<file path="src/rtl/core/cpfm_pkg.sv">
package cpfm_pkg;

  localparam int MAX_RANGES = 16;
  localparam int IDX_W      = $clog2(MAX_RANGES);
  localparam int COUNT_W    = $clog2(MAX_RANGES + 1);

  localparam int CH_W    = 16;
  localparam int FREQ_W  = 36;
  localparam int WIDTH_W = 27;
  localparam int STEP_W  = 24;
  localparam int OFF_W   = 8;
  localparam int SLOT_W  = 4;

  localparam int PROD1_W = CH_W + WIDTH_W;
  localparam int PROD2_W = OFF_W + STEP_W + 1;
  localparam int SUM_W   = PROD1_W + 2;

  localparam int QUEUE_DEPTH = 2;
  localparam int QPTR_W      = $clog2(QUEUE_DEPTH);
  localparam int QCNT_W      = $clog2(QUEUE_DEPTH + 1);

  typedef enum logic [0:0] {
    OP_LOAD  = 1'b0,
    OP_QUERY = 1'b1
  } op_t;

  typedef enum logic [1:0] {
    CMD_LOAD,
    CMD_QUERY,
    CMD_SKIP
  } cmd_t;

  typedef enum logic [2:0] {
    ST_IDLE,
    ST_TEST,
    ST_NEXT,
    ST_MUL,
    ST_SUM,
    ST_OUT
  } state_t;

  typedef struct packed {
    logic [CH_W-1:0]         first;
    logic [CH_W-1:0]         last;
    logic [FREQ_W-1:0]       base;
    logic [WIDTH_W-1:0]      width;
    logic signed [OFF_W-1:0] low_off;
    logic signed [OFF_W-1:0] high_off;
    logic [STEP_W-1:0]       step;
  } range_entry_t;

  typedef struct packed {
    cmd_t                    cmd;
    logic [IDX_W-1:0]        slot;
    range_entry_t            range;
    logic [CH_W-1:0]         channel;
    logic signed [OFF_W-1:0] offset;
  } queue_entry_t;

  typedef struct packed {
    logic                    found;
    logic [FREQ_W-1:0]       frequency;
    logic [WIDTH_W-1:0]      bandwidth;
    logic [STEP_W-1:0]       offset_width;
    logic signed [OFF_W-1:0] lowest_offset;
    logic signed [OFF_W-1:0] highest_offset;
    logic [CH_W-1:0]         next_channel;
    logic [CH_W-1:0]         previous_channel;
  } result_t;

endpackage

</file>
<file path="src/rtl/core/cpfm_if.sv">
interface cpfm_in_if;
  import cpfm_pkg::*;

  logic                    valid;
  logic                    ready;
  logic                    operation;
  logic [SLOT_W-1:0]       entry_index;
  logic [CH_W-1:0]         load_first_channel;
  logic [CH_W-1:0]         load_last_channel;
  logic [FREQ_W-1:0]       load_base_frequency;
  logic [WIDTH_W-1:0]      load_channel_width;
  logic signed [OFF_W-1:0] load_first_offset;
  logic signed [OFF_W-1:0] load_last_offset;
  logic [STEP_W-1:0]       load_offset_step;
  logic [CH_W-1:0]         channel;
  logic signed [OFF_W-1:0] offset;

  modport source (
    output valid, operation, entry_index, load_first_channel, load_last_channel,
           load_base_frequency, load_channel_width, load_first_offset,
           load_last_offset, load_offset_step, channel, offset,
    input  ready
  );

  modport sink (
    input  valid, operation, entry_index, load_first_channel, load_last_channel,
           load_base_frequency, load_channel_width, load_first_offset,
           load_last_offset, load_offset_step, channel, offset,
    output ready
  );
endinterface


</file>
<file path="src/rtl/core/cpfm_front.sv">
module cpfm_front (
  input  logic                  clk,
  input  logic                  rst,
  cpfm_in_if.sink               item,
  output logic                  q_valid,
  output cpfm_pkg::queue_entry_t q_data,
  input  logic                  q_pop
);
  import cpfm_pkg::*;

  queue_entry_t          slots [QUEUE_DEPTH];
  queue_entry_t          entry;
  logic [QCNT_W-1:0]     count;
  logic [QPTR_W-1:0]     wr_ptr;
  logic [QPTR_W-1:0]     rd_ptr;
  logic                  push;

  // Classify the request before it enters the queue.
  always_comb begin
    priority if (item.operation == OP_QUERY) begin
      entry.cmd = CMD_QUERY;
    end else if (int'(item.entry_index) < MAX_RANGES) begin
      entry.cmd = CMD_LOAD;
    end else begin
      entry.cmd = CMD_SKIP;
    end
    entry.slot           = IDX_W'(item.entry_index);
    entry.range.first    = item.load_first_channel;
    entry.range.last     = item.load_last_channel;
    entry.range.base     = item.load_base_frequency;
    entry.range.width    = item.load_channel_width;
    entry.range.low_off  = item.load_first_offset;
    entry.range.high_off = item.load_last_offset;
    entry.range.step     = item.load_offset_step;
    entry.channel        = item.channel;
    entry.offset         = item.offset;
  end

  assign item.ready = (count != QCNT_W'(QUEUE_DEPTH));
  assign push       = item.valid && item.ready;
  assign q_valid    = (count != '0);
  assign q_data     = slots[rd_ptr];

  always_ff @(posedge clk) begin
    if (push) begin
      slots[wr_ptr] <= entry;
    end
  end

  always_ff @(posedge clk) begin
    if (rst) begin
      count  <= '0;
      wr_ptr <= '0;
      rd_ptr <= '0;
    end else begin
      if (push) begin
        wr_ptr <= wr_ptr + QPTR_W'(1);
      end
      if (q_pop) begin
        rd_ptr <= rd_ptr + QPTR_W'(1);
      end
      unique case ({push, q_pop})
        2'b10:   count <= count + QCNT_W'(1);
        2'b01:   count <= count - QCNT_W'(1);
        default: count <= count;
      endcase
    end
  end

endmodule

</file>
<file path="src/flat_wrapper.sv">
// flat-port wrapper written by rule: the top's interface ports become plain ports
module cpfm_front_flat import cpfm_pkg::*;
  (clk, rst, q_valid, q_data, q_pop, item_valid, item_operation, item_entry_index, item_load_first_channel, item_load_last_channel, item_load_base_frequency, item_load_channel_width, item_load_first_offset, item_load_last_offset, item_load_offset_step, item_channel, item_offset, item_ready);
  cpfm_in_if item_i ();
  input  logic clk;
  input  logic rst;
  output logic q_valid;
  output cpfm_pkg::queue_entry_t q_data;
  input  logic q_pop;
  input wire logic [$bits(item_i.valid)-1:0] item_valid;
  input wire logic [$bits(item_i.operation)-1:0] item_operation;
  input wire logic [$bits(item_i.entry_index)-1:0] item_entry_index;
  input wire logic [$bits(item_i.load_first_channel)-1:0] item_load_first_channel;
  input wire logic [$bits(item_i.load_last_channel)-1:0] item_load_last_channel;
  input wire logic [$bits(item_i.load_base_frequency)-1:0] item_load_base_frequency;
  input wire logic [$bits(item_i.load_channel_width)-1:0] item_load_channel_width;
  input wire logic [$bits(item_i.load_first_offset)-1:0] item_load_first_offset;
  input wire logic [$bits(item_i.load_last_offset)-1:0] item_load_last_offset;
  input wire logic [$bits(item_i.load_offset_step)-1:0] item_load_offset_step;
  input wire logic [$bits(item_i.channel)-1:0] item_channel;
  input wire logic [$bits(item_i.offset)-1:0] item_offset;
  output wire logic [$bits(item_i.ready)-1:0] item_ready;
  assign item_i.valid = item_valid;
  assign item_i.operation = item_operation;
  assign item_i.entry_index = item_entry_index;
  assign item_i.load_first_channel = item_load_first_channel;
  assign item_i.load_last_channel = item_load_last_channel;
  assign item_i.load_base_frequency = item_load_base_frequency;
  assign item_i.load_channel_width = item_load_channel_width;
  assign item_i.load_first_offset = item_load_first_offset;
  assign item_i.load_last_offset = item_load_last_offset;
  assign item_i.load_offset_step = item_load_offset_step;
  assign item_i.channel = item_channel;
  assign item_i.offset = item_offset;
  assign item_ready = item_i.ready;
  cpfm_front u_core (.clk(clk), .rst(rst), .item(item_i), .q_valid(q_valid), .q_data(q_data), .q_pop(q_pop));
endmodule
</file>
<file path="config.mk">
export PLATFORM = sky130hd
export DESIGN_NAME = cpfm_front_flat
export DESIGN_NICKNAME = d
export VERILOG_FILES = /design/src/rtl/core/cpfm_pkg.sv /design/src/rtl/core/cpfm_if.sv /design/src/rtl/core/cpfm_front.sv /design/src/flat_wrapper.sv
export SDC_FILE = /design/constraint.sdc
export NUM_CORES = 1
export LEC_CHECK = 0
export ABC_AREA = 1
export BUFFER_PORTS_ARGS = -buffer_cell sky130_fd_sc_hd__clkbuf_2
export CAP_MARGIN = 10
export CORE_MARGIN = 5
export CORE_UTILIZATION = 52
export CTS_CLUSTER_SIZE = 40
export DETAILED_ROUTE_END_ITERATION = 10
export PLACE_DENSITY_LB_ADDON = 0.1
export SLEW_MARGIN = 15
export SYNTH_ARGS = -nofsm -noshare
export SYNTH_HDL_FRONTEND = slang
export SYNTH_SLANG_ARGS = --single-unit
</file>
<file path="constraint.sdc">
create_clock -name clk -period 12.8 [get_ports clk]
set_input_delay 2.56 -clock clk [delete_from_list [all_inputs] [get_ports clk]]
set_output_delay 2.56 -clock clk [all_outputs]
set_load 0.01 [all_outputs]
</file>
==> results.md <==
* Status: finished clean
* Clock latency on the worst-skew pair at 0.49 ns
* Die Wd at 163 um
* Area Growth Syn to Fin at 24.2%
* Drt total wl at 24800 um
* Io pins at 335
* R2r endpoint: u_core.slots[0][66]
* Layout cells sized above 1 at 0.596
* Final period util at 0.461
* First-pass GRT wire length at 37000 um
* Synth Area in Adders at 0.00103
* Initial antenna violation count at 4
* DR pass1 iterations at 4
* Hold Violations, Final at 0
* Worst Max-Slew Pin Slew at 0.951 ns
* RSZ-0062 raised after global routing: false
* CP max stage delay at 0.77 ns
* Fillers at 1702
* Drt wl/cell at 19.9 um
* Worst Hold Path Cells at 2
* Post-CTS setup buffer count at 0
* CTS Buffer Depth at 3
* Synth Area in XOR/XNOR at 0.000720
* Crit start category: flop
* Final HPWL DP at 17400 um
* Worst Hold Path EP: u_core.count[1]
* Mapped cell area at 12200 sq um
* GRT Total Usage at 0.182
* Post-cts sizing count at 0
* Syn Inst Count at 545
* RR Startpoint: u_core.count[0]
* Synth unique cells at 16
* Worst Reg-to-Reg Cells at 5
* Simple-gate share of the synthesized area at 0.00565
* Layout Utilization at 0.650
* Largest family of logic cells by synthesized area: multiplexers
* DIE AREA at 26600 sq um
* Max-Cap Viols at 0
* Number of global-route vias before repair at 6741
* Worst path cell trace: buf_4, buf_4, mux2_2, clkbuf_2
* Req. time, crit path at 10.24 ns
* GRT overflow at 0
* Core region area at 23300 sq um
* Hold-fix buffers at CTS at 0
* R2R setup slack at 10.01 ns
* Initial DRC Count at 326
* Final worst path period need at 5.90 ns
* Worst path arrival time at 3.34 ns
* Slew Limit Headroom at 0.366
* Syn Nets at 714
* YS warnings at 0
* Final Hold Slack at 0.518 ns
* Antenna-violating nets left at 0
* # nets final at 1070
* Critical path's slowest cell: dfxtp_4
* Gpl congestion at 0.787
* CTS H-tree depth at 2
* Max Fanout on Critical Path at 66
* FF+latch count, synth at 333
* Maximum clock frequency at 170 MHz
* Most common cell after layout, fill and taps aside: clkbuf_2
* Fin. max-slew vios at 0
* Worst vdd ir at 0.000157 V
* Input/output buffers at 333
* Sequential-to-total area share from yosys stat at 0.817
* Cell mode on critical path: buf_4
* Pwr/cell area at 167 nW/um^2
* Post-synthesis compound-gate area fraction at 0.00164
* CTS root buffer: clkbuf_16
* Clock skew at 0.0131 ns
* Final-report setup violation count at 0
* HP Class: reg -> reg
* Largest net degree at the start of global routing at 71
* Avg Inst Size Synth at 22.3 sq um
* Commonest cells after routing, fill and taps aside: clkbuf_2, edfxtp_1, mux2_2
* Clock transition at the registers of the reported paths at 0.06 ns
* CTS buffer count at 34
* Hold Crit Start: u_core.count[1]
* Leak Pwr at 5.73 nW
* Crit. End Element: output pin
* Die Y at 163 um
* Post-synthesis mux area share at 0.152
* CTS tree: yes
* Core Rows at 56
* Setup TNS at 0 ns
* Crit Path Class: reg -> out
* Vias per inst at 5.03
* Vias at 6278
* Residual DRC at 0
* Sink Count at 333
* Initial Util at 0.523
metal layers:
layer  track usage  wire, um
met5             0        21
met4        0.0747       957
met3        0.0653      2200
met2         0.308     12400
met1         0.211      9240
final cells by class:
type                       count  area (sq um)  share of cell area
antenna                        2          5.00            0.000331
multi-input combinational    188          1980               0.131
timing repair buffer         339          1710               0.113
clock buffer                  48           977              0.0646
clock inverter                13          82.6             0.00546
sequential                   333          9950               0.658
inverter                       5          18.8             0.00124
tap                          319           399              0.0264
through the flow:
stage | setup slack (ns) | total power, mW | instances | area [sq um]
floorplan | 2.65 | 1.53 | 545 | 12200
global placement | 7.41 | 1.63 | 1184 | 14100
detailed placement | 7.34 | 1.64 | 1184 | 14100
CTS | 6.81 | 2.56 | 1245 | 15100
global route | 6.67 | 2.63 | 1247 | 15100
finish | 6.90 | 2.53 | 1247 | 15100
cells by family after synthesis:
logic type               Yosys count
AO/OA/AOI/OAI                      4
flip-flops                       333
adder cells (fa/ha/maj)            1
multiplexers                     164
other                              1
buffers and inverters             24
AND/OR/NAND/NOR                   17
XOR/XNOR                           1
how the worst max path moves through the flow:
stage                    endpoint  cells past startpoint
2_1_floorplan  u_core.slots[0][0]                      2
3_3_place_gp          q_data[120]                      4
3_5_place_dp          q_data[120]                      4
4_1_cts               q_data[120]                      4
5_1_grt               q_data[120]                      4
6_report              q_data[120]                      4
critical path: cells and delay by family (launching register included):
kind | cells | cell delay [ns]
muxes | 1 | 0.45
DFF | 1 | 0.77
buffers and inverters | 3 | 1.55
Yosys cell counts:
cell        n  area (sq um)
a21oi_1     2          10.0
buf_4       1          7.51
buf_6       5          56.3
clkbuf_8   13           179
conb_1      1          3.75
dfxtp_1     5           100
edfxtp_1  328          9850
ha_1        1          12.5
inv_1       5          18.8
mux2_2    164          1850
nand2_1     6          22.5
nand4_1     1          6.26
nor2_1      9          33.8
o21ai_0     2          10.0
or2_2       1          6.26
xnor2_1     1          8.76
power by group:
group	leakage [nW]	switching (mW)	total, mW	internal, mW
Clock	0.522	0.368	0.920	0.552
Sequential	3.10	0.0254	1.32	1.30
Combinational	2.10	0.161	0.289	0.127
registers in the layout, indices dropped and copies added, names as in the netlist, named ones only:
| signal | cells |
|---|---|
| u_core.slots | 328 |
| u_core.count | 2 |
| u_core.rd_ptr | 1 |
| u_core.wr_ptr | 1 |
(Power assumes the default switching activity.)
