## src/rtl/core/cpfm_pkg.sv

```systemverilog
package cpfm_pkg;

  localparam int MAX_RANGES = 16;
  localparam int IDX_W      = $clog2(MAX_RANGES);
  localparam int COUNT_W    = $clog2(MAX_RANGES + 1);

  localparam int CH_W    = 16;
  localparam int FREQ_W  = 36;
  localparam int WIDTH_W = 27;
  localparam int STEP_W  = 24;
  localparam int OFF_W   = 8;
  localparam int SLOT_W  = 4;

  localparam int PROD1_W = CH_W + WIDTH_W;
  localparam int PROD2_W = OFF_W + STEP_W + 1;
  localparam int SUM_W   = PROD1_W + 2;

  localparam int QUEUE_DEPTH = 2;
  localparam int QPTR_W      = $clog2(QUEUE_DEPTH);
  localparam int QCNT_W      = $clog2(QUEUE_DEPTH + 1);

  typedef enum logic [0:0] {
    OP_LOAD  = 1'b0,
    OP_QUERY = 1'b1
  } op_t;

  typedef enum logic [1:0] {
    CMD_LOAD,
    CMD_QUERY,
    CMD_SKIP
  } cmd_t;

  typedef enum logic [2:0] {
    ST_IDLE,
    ST_TEST,
    ST_NEXT,
    ST_MUL,
    ST_SUM,
    ST_OUT
  } state_t;

  typedef struct packed {
    logic [CH_W-1:0]         first;
    logic [CH_W-1:0]         last;
    logic [FREQ_W-1:0]       base;
    logic [WIDTH_W-1:0]      width;
    logic signed [OFF_W-1:0] low_off;
    logic signed [OFF_W-1:0] high_off;
    logic [STEP_W-1:0]       step;
  } range_entry_t;

  typedef struct packed {
    cmd_t                    cmd;
    logic [IDX_W-1:0]        slot;
    range_entry_t            range;
    logic [CH_W-1:0]         channel;
    logic signed [OFF_W-1:0] offset;
  } queue_entry_t;

  typedef struct packed {
    logic                    found;
    logic [FREQ_W-1:0]       frequency;
    logic [WIDTH_W-1:0]      bandwidth;
    logic [STEP_W-1:0]       offset_width;
    logic signed [OFF_W-1:0] lowest_offset;
    logic signed [OFF_W-1:0] highest_offset;
    logic [CH_W-1:0]         next_channel;
    logic [CH_W-1:0]         previous_channel;
  } result_t;

endpackage

```

## src/rtl/core/cpfm_if.sv

```systemverilog


interface cpfm_out_if;
  import cpfm_pkg::*;

  logic                    valid;
  logic                    ready;
  logic                    found;
  logic [FREQ_W-1:0]       frequency;
  logic [WIDTH_W-1:0]      bandwidth;
  logic [STEP_W-1:0]       offset_width;
  logic signed [OFF_W-1:0] lowest_offset;
  logic signed [OFF_W-1:0] highest_offset;
  logic [CH_W-1:0]         next_channel;
  logic [CH_W-1:0]         previous_channel;

  modport source (
    output valid, found, frequency, bandwidth, offset_width, lowest_offset,
           highest_offset, next_channel, previous_channel,
    input  ready
  );

  modport sink (
    input  valid, found, frequency, bandwidth, offset_width, lowest_offset,
           highest_offset, next_channel, previous_channel,
    output ready
  );
endinterface

```

## src/rtl/core/cpfm_back.sv

```systemverilog
module cpfm_back (
  input  logic                         clk,
  input  logic                         rst,
  input  logic                         cfg_we,
  input  logic [cpfm_pkg::COUNT_W-1:0] cfg_wdata,
  input  logic                         q_valid,
  input  cpfm_pkg::queue_entry_t       q_data,
  output logic                         q_pop,
  cpfm_out_if.source                   result
);
  import cpfm_pkg::*;

  state_t                  state;
  state_t                  state_next;

  logic [COUNT_W-1:0]      range_count;
  logic [COUNT_W-1:0]      cnt_eff;

  range_entry_t            mem [MAX_RANGES];
  range_entry_t            rdata;
  logic [IDX_W-1:0]        rd_addr;
  logic                    mem_we;

  logic [CH_W-1:0]         ch;
  logic signed [OFF_W-1:0] off;
  logic [IDX_W-1:0]        idx;
  logic [CH_W-1:0]         prev_last;
  logic                    found;
  logic [CH_W-1:0]         diff;
  logic [FREQ_W-1:0]       base;
  logic [WIDTH_W-1:0]      width;
  logic [STEP_W-1:0]       step;
  logic signed [OFF_W-1:0] low_off;
  logic signed [OFF_W-1:0] high_off;
  logic [CH_W-1:0]         nxt;
  logic [CH_W-1:0]         prv;
  logic [PROD1_W-1:0]      prod1;
  logic signed [PROD2_W-1:0] prod2;
  logic signed [SUM_W-1:0] sum;
  logic [FREQ_W-1:0]       freq_sat;

  logic                    slot_free;
  logic                    lt_first;
  logic                    le_last;
  logic                    lt_last;
  logic                    is_last;
  logic                    res_load_zero;
  logic                    res_load_out;
  logic                    res_valid;
  result_t                 res;

  assign cnt_eff   = (int'(range_count) > MAX_RANGES) ? COUNT_W'(MAX_RANGES) : range_count;
  assign slot_free = !res_valid || result.ready;
  assign lt_first  = ch < rdata.first;
  assign le_last   = ch <= rdata.last;
  assign lt_last   = ch < rdata.last;
  assign is_last   = ({1'b0, idx} + COUNT_W'(1)) >= cnt_eff;

  always_ff @(posedge clk) begin
    if (rst) begin
      range_count <= '0;
    end else if (cfg_we) begin
      range_count <= cfg_wdata;
    end
  end

  // Next state
  always_comb begin
    state_next = state;
    unique case (state)
      ST_IDLE: begin
        if (q_valid && q_data.cmd == CMD_QUERY) begin
          state_next = (cnt_eff == '0) ? ST_OUT : ST_TEST;
        end
      end
      ST_TEST: begin
        priority if (lt_first) begin
          state_next = ST_OUT;
        end else if (le_last) begin
          state_next = (lt_last || is_last) ? ST_MUL : ST_NEXT;
        end else if (is_last) begin
          state_next = ST_OUT;
        end else begin
          state_next = ST_TEST;
        end
      end
      ST_NEXT: state_next = ST_MUL;
      ST_MUL:  state_next = ST_SUM;
      ST_SUM:  state_next = ST_OUT;
      ST_OUT: begin
        if (slot_free) begin
          state_next = ST_IDLE;
        end
      end
      default: state_next = ST_IDLE;
    endcase
  end

  // Control outputs
  always_comb begin
    q_pop         = 1'b0;
    mem_we        = 1'b0;
    rd_addr       = '0;
    res_load_zero = 1'b0;
    res_load_out  = 1'b0;
    unique case (state)
      ST_IDLE: begin
        q_pop         = q_valid && (q_data.cmd == CMD_QUERY || slot_free);
        mem_we        = q_pop && q_data.cmd == CMD_LOAD;
        res_load_zero = q_pop && q_data.cmd != CMD_QUERY;
      end
      ST_TEST: rd_addr = idx + IDX_W'(1);
      ST_OUT:  res_load_out = slot_free;
      default: begin
        q_pop = 1'b0;
      end
    endcase
  end

  always_ff @(posedge clk) begin
    if (rst) begin
      state <= ST_IDLE;
    end else begin
      state <= state_next;
    end
  end

  // Range table: one write port, one registered read port.
  always_ff @(posedge clk) begin
    if (mem_we) begin
      mem[q_data.slot] <= q_data.range;
    end
    rdata <= mem[rd_addr];
  end

  always_ff @(posedge clk) begin
    unique case (state)
      ST_IDLE: begin
        if (q_pop && q_data.cmd == CMD_QUERY) begin
          ch        <= q_data.channel;
          off       <= q_data.offset;
          idx       <= '0;
          prev_last <= '0;
          found     <= 1'b0;
        end
      end
      ST_TEST: begin
        if (!lt_first && le_last) begin
          found    <= 1'b1;
          diff     <= ch - rdata.first;
          base     <= rdata.base;
          width    <= rdata.width;
          step     <= rdata.step;
          low_off  <= rdata.low_off;
          high_off <= rdata.high_off;
          nxt      <= lt_last ? ch + CH_W'(1) : '0;
          priority if (ch > rdata.first) begin
            prv <= ch - CH_W'(1);
          end else if (idx == '0) begin
            prv <= '0;
          end else begin
            prv <= prev_last;
          end
        end else if (!lt_first) begin
          prev_last <= rdata.last;
          idx       <= idx + IDX_W'(1);
        end
      end
      // Cross the gap into the following range.
      ST_NEXT: nxt <= rdata.first;
      ST_MUL: begin
        prod1 <= diff * width;
        prod2 <= off * $signed({1'b0, step});
      end
      ST_SUM: sum <= $signed(SUM_W'(base)) + $signed(SUM_W'(prod1)) + SUM_W'(prod2);
      default: begin
        found <= found;
      end
    endcase
  end

  // Clamp to 0 .. 2^36-1
  always_comb begin
    priority if (sum[SUM_W-1]) begin
      freq_sat = '0;
    end else if (|sum[SUM_W-2:FREQ_W]) begin
      freq_sat = '1;
    end else begin
      freq_sat = sum[FREQ_W-1:0];
    end
  end

  always_ff @(posedge clk) begin
    if (rst) begin
      res_valid <= 1'b0;
    end else if (res_load_zero || res_load_out) begin
      res_valid <= 1'b1;
    end else if (result.ready) begin
      res_valid <= 1'b0;
    end
  end

  always_ff @(posedge clk) begin
    if (res_load_zero || (res_load_out && !found)) begin
      res <= '0;
    end else if (res_load_out) begin
      res.found            <= 1'b1;
      res.frequency        <= freq_sat;
      res.bandwidth        <= width;
      res.offset_width     <= step;
      res.lowest_offset    <= low_off;
      res.highest_offset   <= high_off;
      res.next_channel     <= nxt;
      res.previous_channel <= prv;
    end
  end

  assign result.valid            = res_valid;
  assign result.found            = res.found;
  assign result.frequency        = res.frequency;
  assign result.bandwidth        = res.bandwidth;
  assign result.offset_width     = res.offset_width;
  assign result.lowest_offset    = res.lowest_offset;
  assign result.highest_offset   = res.highest_offset;
  assign result.next_channel     = res.next_channel;
  assign result.previous_channel = res.previous_channel;

endmodule
```

## src/flat_wrapper.sv

```systemverilog
// flat-port wrapper written by rule: the top's interface ports become plain ports
module cpfm_back_flat import cpfm_pkg::*;
  (clk, rst, cfg_we, cfg_wdata, q_valid, q_data, q_pop, result_valid, result_found, result_frequency, result_bandwidth, result_offset_width, result_lowest_offset, result_highest_offset, result_next_channel, result_previous_channel, result_ready);
  cpfm_out_if result_i ();
  input  logic clk;
  input  logic rst;
  input  logic cfg_we;
  input  logic [cpfm_pkg::COUNT_W-1:0] cfg_wdata;
  input  logic q_valid;
  input  cpfm_pkg::queue_entry_t q_data;
  output logic q_pop;
  output wire logic [$bits(result_i.valid)-1:0] result_valid;
  output wire logic [$bits(result_i.found)-1:0] result_found;
  output wire logic [$bits(result_i.frequency)-1:0] result_frequency;
  output wire logic [$bits(result_i.bandwidth)-1:0] result_bandwidth;
  output wire logic [$bits(result_i.offset_width)-1:0] result_offset_width;
  output wire logic [$bits(result_i.lowest_offset)-1:0] result_lowest_offset;
  output wire logic [$bits(result_i.highest_offset)-1:0] result_highest_offset;
  output wire logic [$bits(result_i.next_channel)-1:0] result_next_channel;
  output wire logic [$bits(result_i.previous_channel)-1:0] result_previous_channel;
  input wire logic [$bits(result_i.ready)-1:0] result_ready;
  assign result_valid = result_i.valid;
  assign result_found = result_i.found;
  assign result_frequency = result_i.frequency;
  assign result_bandwidth = result_i.bandwidth;
  assign result_offset_width = result_i.offset_width;
  assign result_lowest_offset = result_i.lowest_offset;
  assign result_highest_offset = result_i.highest_offset;
  assign result_next_channel = result_i.next_channel;
  assign result_previous_channel = result_i.previous_channel;
  assign result_i.ready = result_ready;
  cpfm_back u_core (.clk(clk), .rst(rst), .cfg_we(cfg_we), .cfg_wdata(cfg_wdata), .q_valid(q_valid), .q_data(q_data), .q_pop(q_pop), .result(result_i));
endmodule
```

## config.mk

```make
export PLATFORM = sky130hd
export DESIGN_NAME = cpfm_back_flat
export DESIGN_NICKNAME = d
export VERILOG_FILES = /design/src/rtl/core/cpfm_pkg.sv /design/src/rtl/core/cpfm_if.sv /design/src/rtl/core/cpfm_back.sv /design/src/flat_wrapper.sv
export SDC_FILE = /design/constraint.sdc
export NUM_CORES = 2
export LEC_CHECK = 0
export BUFFER_PORTS_ARGS = -buffer_cell sky130_fd_sc_hd__buf_2
export CORE_MARGIN = 2
export CORE_UTILIZATION = 48
export DETAILED_ROUTE_END_ITERATION = 6
export GPL_TIMING_DRIVEN = 0
export SLEW_MARGIN = 20
export SYNTH_ARGS = -nofsm -noshare
export SYNTH_HDL_FRONTEND = slang
export SYNTH_SLANG_ARGS = --single-unit
```

## constraint.sdc

```tcl
create_clock -name clk -period 32.1 [get_ports clk]
set_input_delay 3.21 -clock clk [delete_from_list [all_inputs] [get_ports clk]]
set_output_delay 3.21 -clock clk [all_outputs]
set_load 0.01 [all_outputs]
```

==> out/metrics.yaml <==
setup_path:
  cp_top_family: "adder cells"
  rr_endpoint: "u_core.prod1[42]"
  setup.worst_path.end: "u_core.prod1[42]"
  cp-start-kind: "register"
  worstRegToRegCells: 23
  ff2ff_setup_slack_ns: 23.92
  cp-startpoint: "u_core.diff[8]"
  critPathKind: "reg2reg"
  crit_slowest_cell: "clkbuf_1"
  path_cells: "clkbuf_1, clkbuf_1, nand2_1, fa_1, inv_1, fa_1, fa_1, fa_1, fa_1, inv_1, fa_1, inv_1, ha_1, clkbuf_1, nand2_1, nor2_1, and3_1, nand4_1, o211ai_1, a31oi_1, o31ai_1, mux2i_1, nor2_1"
  crit_top_cell: "fa_1"
  max_stage_delay_ns: 0.60
  cp_max_fo: 10
  cp_data_arrival_time_ns: 8.80
  r2r-start: "u_core.diff[8]"
  cp.depth: 23
  cp.buffers_inverters: 6
  required_ns: 32.72
  end_kind: "register"
synth:
  synth_cells: 9533
  synth_cell_types: 94
  syn-mean-instance-area_um2: 13.49
  synth-compound-area-share: 0.07181
  synthSimpleGateAreaFrac: 0.09583
  ys.flop_type: "edfxtp_1"
  synth-edff-count: 2477
  yosysMostFrequentCell: "edfxtp_1"
  synth_commonest_cells: "edfxtp_1 (2477), nand2_1 (1531), inv_1 (592)"
  synth_xor_area_frac: 0.01192
  async_flop_share: 0
  synth_top_area_frac: 0.5783
  yosysTopAreaCell: "edfxtp_1"
  ys_ff_latch: 2757
  synth_fa_ha_area_frac: 0.1056
  syn_nets: 10503
  yosysWarningCount: 0
  seq_area_frac_synth: 0.6218
  synth_top_family_by_area: "adder cells"
  synth_area_um2: 128600
  muxShareOfSynthArea: 0.05963
  synth_area_leaders: "edfxtp_1 (58%), fa_1 (7.5%), nand2_1 (4.5%), mux2i_1 (4.4%), dfxtp_1 (4.4%)"
die:
  start_util: 0.4814
  std_cell_rows: 190
  die_x_um: 521.7
  core_area_um2: 267200
  dieArea_um2: 272100
  dieHeight_um: 521.7
  io_pins: 313
pwr:
  fin_total_pwr_mw: 17.08
  pwr_density_cell_nw_per_um2: 115.7
  p_leak_nw: 54.12
  vdd_drop_max_mv: 0.3623
status:
  outcome: "complete, but fails checks"
  violations: "DRC"
clock_network:
  clk_path_buf_depth: 4
  clk_pin_slew_ns: 0.06
  cts_resized: 0
  cts.sinks: 2757
  cts-root-buf: "clkbuf_16"
  numCtsBuffers: 295
  insertion_delay_ns: 0.91
  holdBufCountCts: 0
  cts-htree-levels: 5
  cts_tree: "done"
  cts_setup_buffers: 0
finish:
  fin_cells: 14168
  nets: 11299
  drive_gt1_frac: 0.1119
  final_util: 0.5526
  fin_area_um2: 147600
  syn_to_final_growth_pct: 14.78
detailed_routing:
  vias: 82308
  drt_iter0_drc: 9038
  final_antenna_net_count: 0
  drt-pass1-iter-count: 7
  wirelength_mm: 400.7
  vias_per_cell: 5.809
  drc: 4
  wl_per_cell_um: 28.28
grt:
  grt_pass1_vias: 81751
  grt_pass1_wl_mm: 572.4
  track_usage: 0.2916
  antenna_found_initial: 96
  grt_max_degree: 77
  overflow: 0
placement:
  gp_congestion: 0.9307
  hpwlAfterDp_mm: 292.4
  dpl-instance-area_um2: 137800
  port_buffers: 310
  placed_cells: 13584
timing:
  finalSetupTns_ns: 0
  hold_viol_final: 0
  maxSlewViolCount: 0
  clock.fmax_mhz: 122.3
  worst_pin_slew_ns: 1.229
  finalClockSkew_ns: 0.05833
  finalSetupViolations: 0
  finalCriticalPeriod_ns: 8.180
  max-slew-margin-rel: 0.1805
  timing.final.crit_share: 0.2548
  rsz0062_at_grt: "false"
min_path:
  hp-class: "reg2reg"
  min-delay-start: "u_core.rdata[80]"
flow_run:
  maxCapViolations: 0
## routing by layer
metal | routed length (um) | part of all wire | GRT usage
met1 | 159500 | 0.40 | 0.3842
met2 | 188300 | 0.47 | 0.4681
met4 | 18410 | 0.046 | 0.1274
met5 | 274 | 0.00068 | 0
met3 | 34220 | 0.085 | 0.06123
## worst min path at each step
| stage | depth (start not counted) | end |
|---|---|---|
| final | 0 | u_core.base[13] |
| after global routing | 0 | u_core.base[19] |
| after CTS | 0 | u_core.base[13] |
| after detailed placement | 0 | u_core.base[13] |
| after global placement | 0 | u_core.base[24] |
| after floorplan | 0 | u_core.base[0] |
## per-stage QoR
stage	worst slack (ns)	hold slack (ns)
after floorplan	17.63	0.3855
after global placement	7.490	0.3886
after detailed placement	24.01	0.3887
after CTS	23.99	0.3945
after global routing	23.53	0.4065
final	23.92	0.3947
## report_power, final
part           leakage (nW)  internal, mW  total (mW)  switching [mW]
clock                  4.74          1.99        3.42            1.44
combinational          24.8          3.43        8.99            5.56
sequential             24.6          4.49        4.66           0.168
total                  54.1          9.92        17.1            7.16
## logic make-up after synthesis
kind of cell,Yosys count
AO/OA/AOI/OAI,1314
XOR/XNOR,175
adder cells (fa/ha/maj),795
buffers and inverters,1122
flip-flops,2757
multiplexers,655
AND/OR/NAND/NOR,2715
## final cells by class
cell class                 instances  area [um^2]
timing repair buffer             499         4509
sequential                      2757        79990
fill                           21751       119600
buffer                           526         2111
inverter                         596         2245
antenna                           45        112.6
multi-input combinational       5654        44490
clock buffer                     406         8220
tap                             3552         4444
clock inverter                   133         1524
## worst register-to-register path, stage by stage, from the launching register on
cell and delay (ns):
edfxtp_1 0.56, clkbuf_1 0.58, clkbuf_1 0.61, nand2_1 0.20
fa_1 0.56, inv_1 0.06, fa_1 0.50, fa_1 0.57
fa_1 0.45, fa_1 0.51, inv_1 0.05, fa_1 0.54
inv_1 0.07, ha_1 0.27, clkbuf_1 0.32, nand2_1 0.15
nor2_1 0.19, and3_1 0.22, nand4_1 0.10, o211ai_1 0.33
a31oi_1 0.22, o31ai_1 0.57, mux2i_1 0.24, nor2_1 0.06
## sequential cells by signal (all words and copies together) (netlist names), 24 cells and up
register and count:
u_core.result.frequency 36, u_core.step 24, u_core.mem 2160, u_core.sum 45, u_core.base 36, u_core.rdata 135
u_core.result.bandwidth 27, u_core.width 27, u_core.result.offset_width 24, u_core.prod2 33, u_core.prod1 43
## placed cells by master (no fill, tap or decap), types with 51 or more instances in the layout
cell,instances
a21o_1,95
nor2_1,199
mux2i_1,566
nand2b_1,51
buf_12,75
a31oi_1,66
and2_1,423
dfxtp_1,280
buf_4,79
inv_1,590
nor2b_1,105
a21oi_1,400
ha_1,311
xor2_1,58
mux4_2,89
buf_2,356
clkbuf_16,304
nor3_1,67
a311oi_1,317
xnor2_1,117
edfxtp_1,2477
o21ai_0,67
fa_1,484
a211oi_1,195
nand2_1,1531
nand3_1,222
clkbuf_1,493
Power figures use the tool's default switching activity.
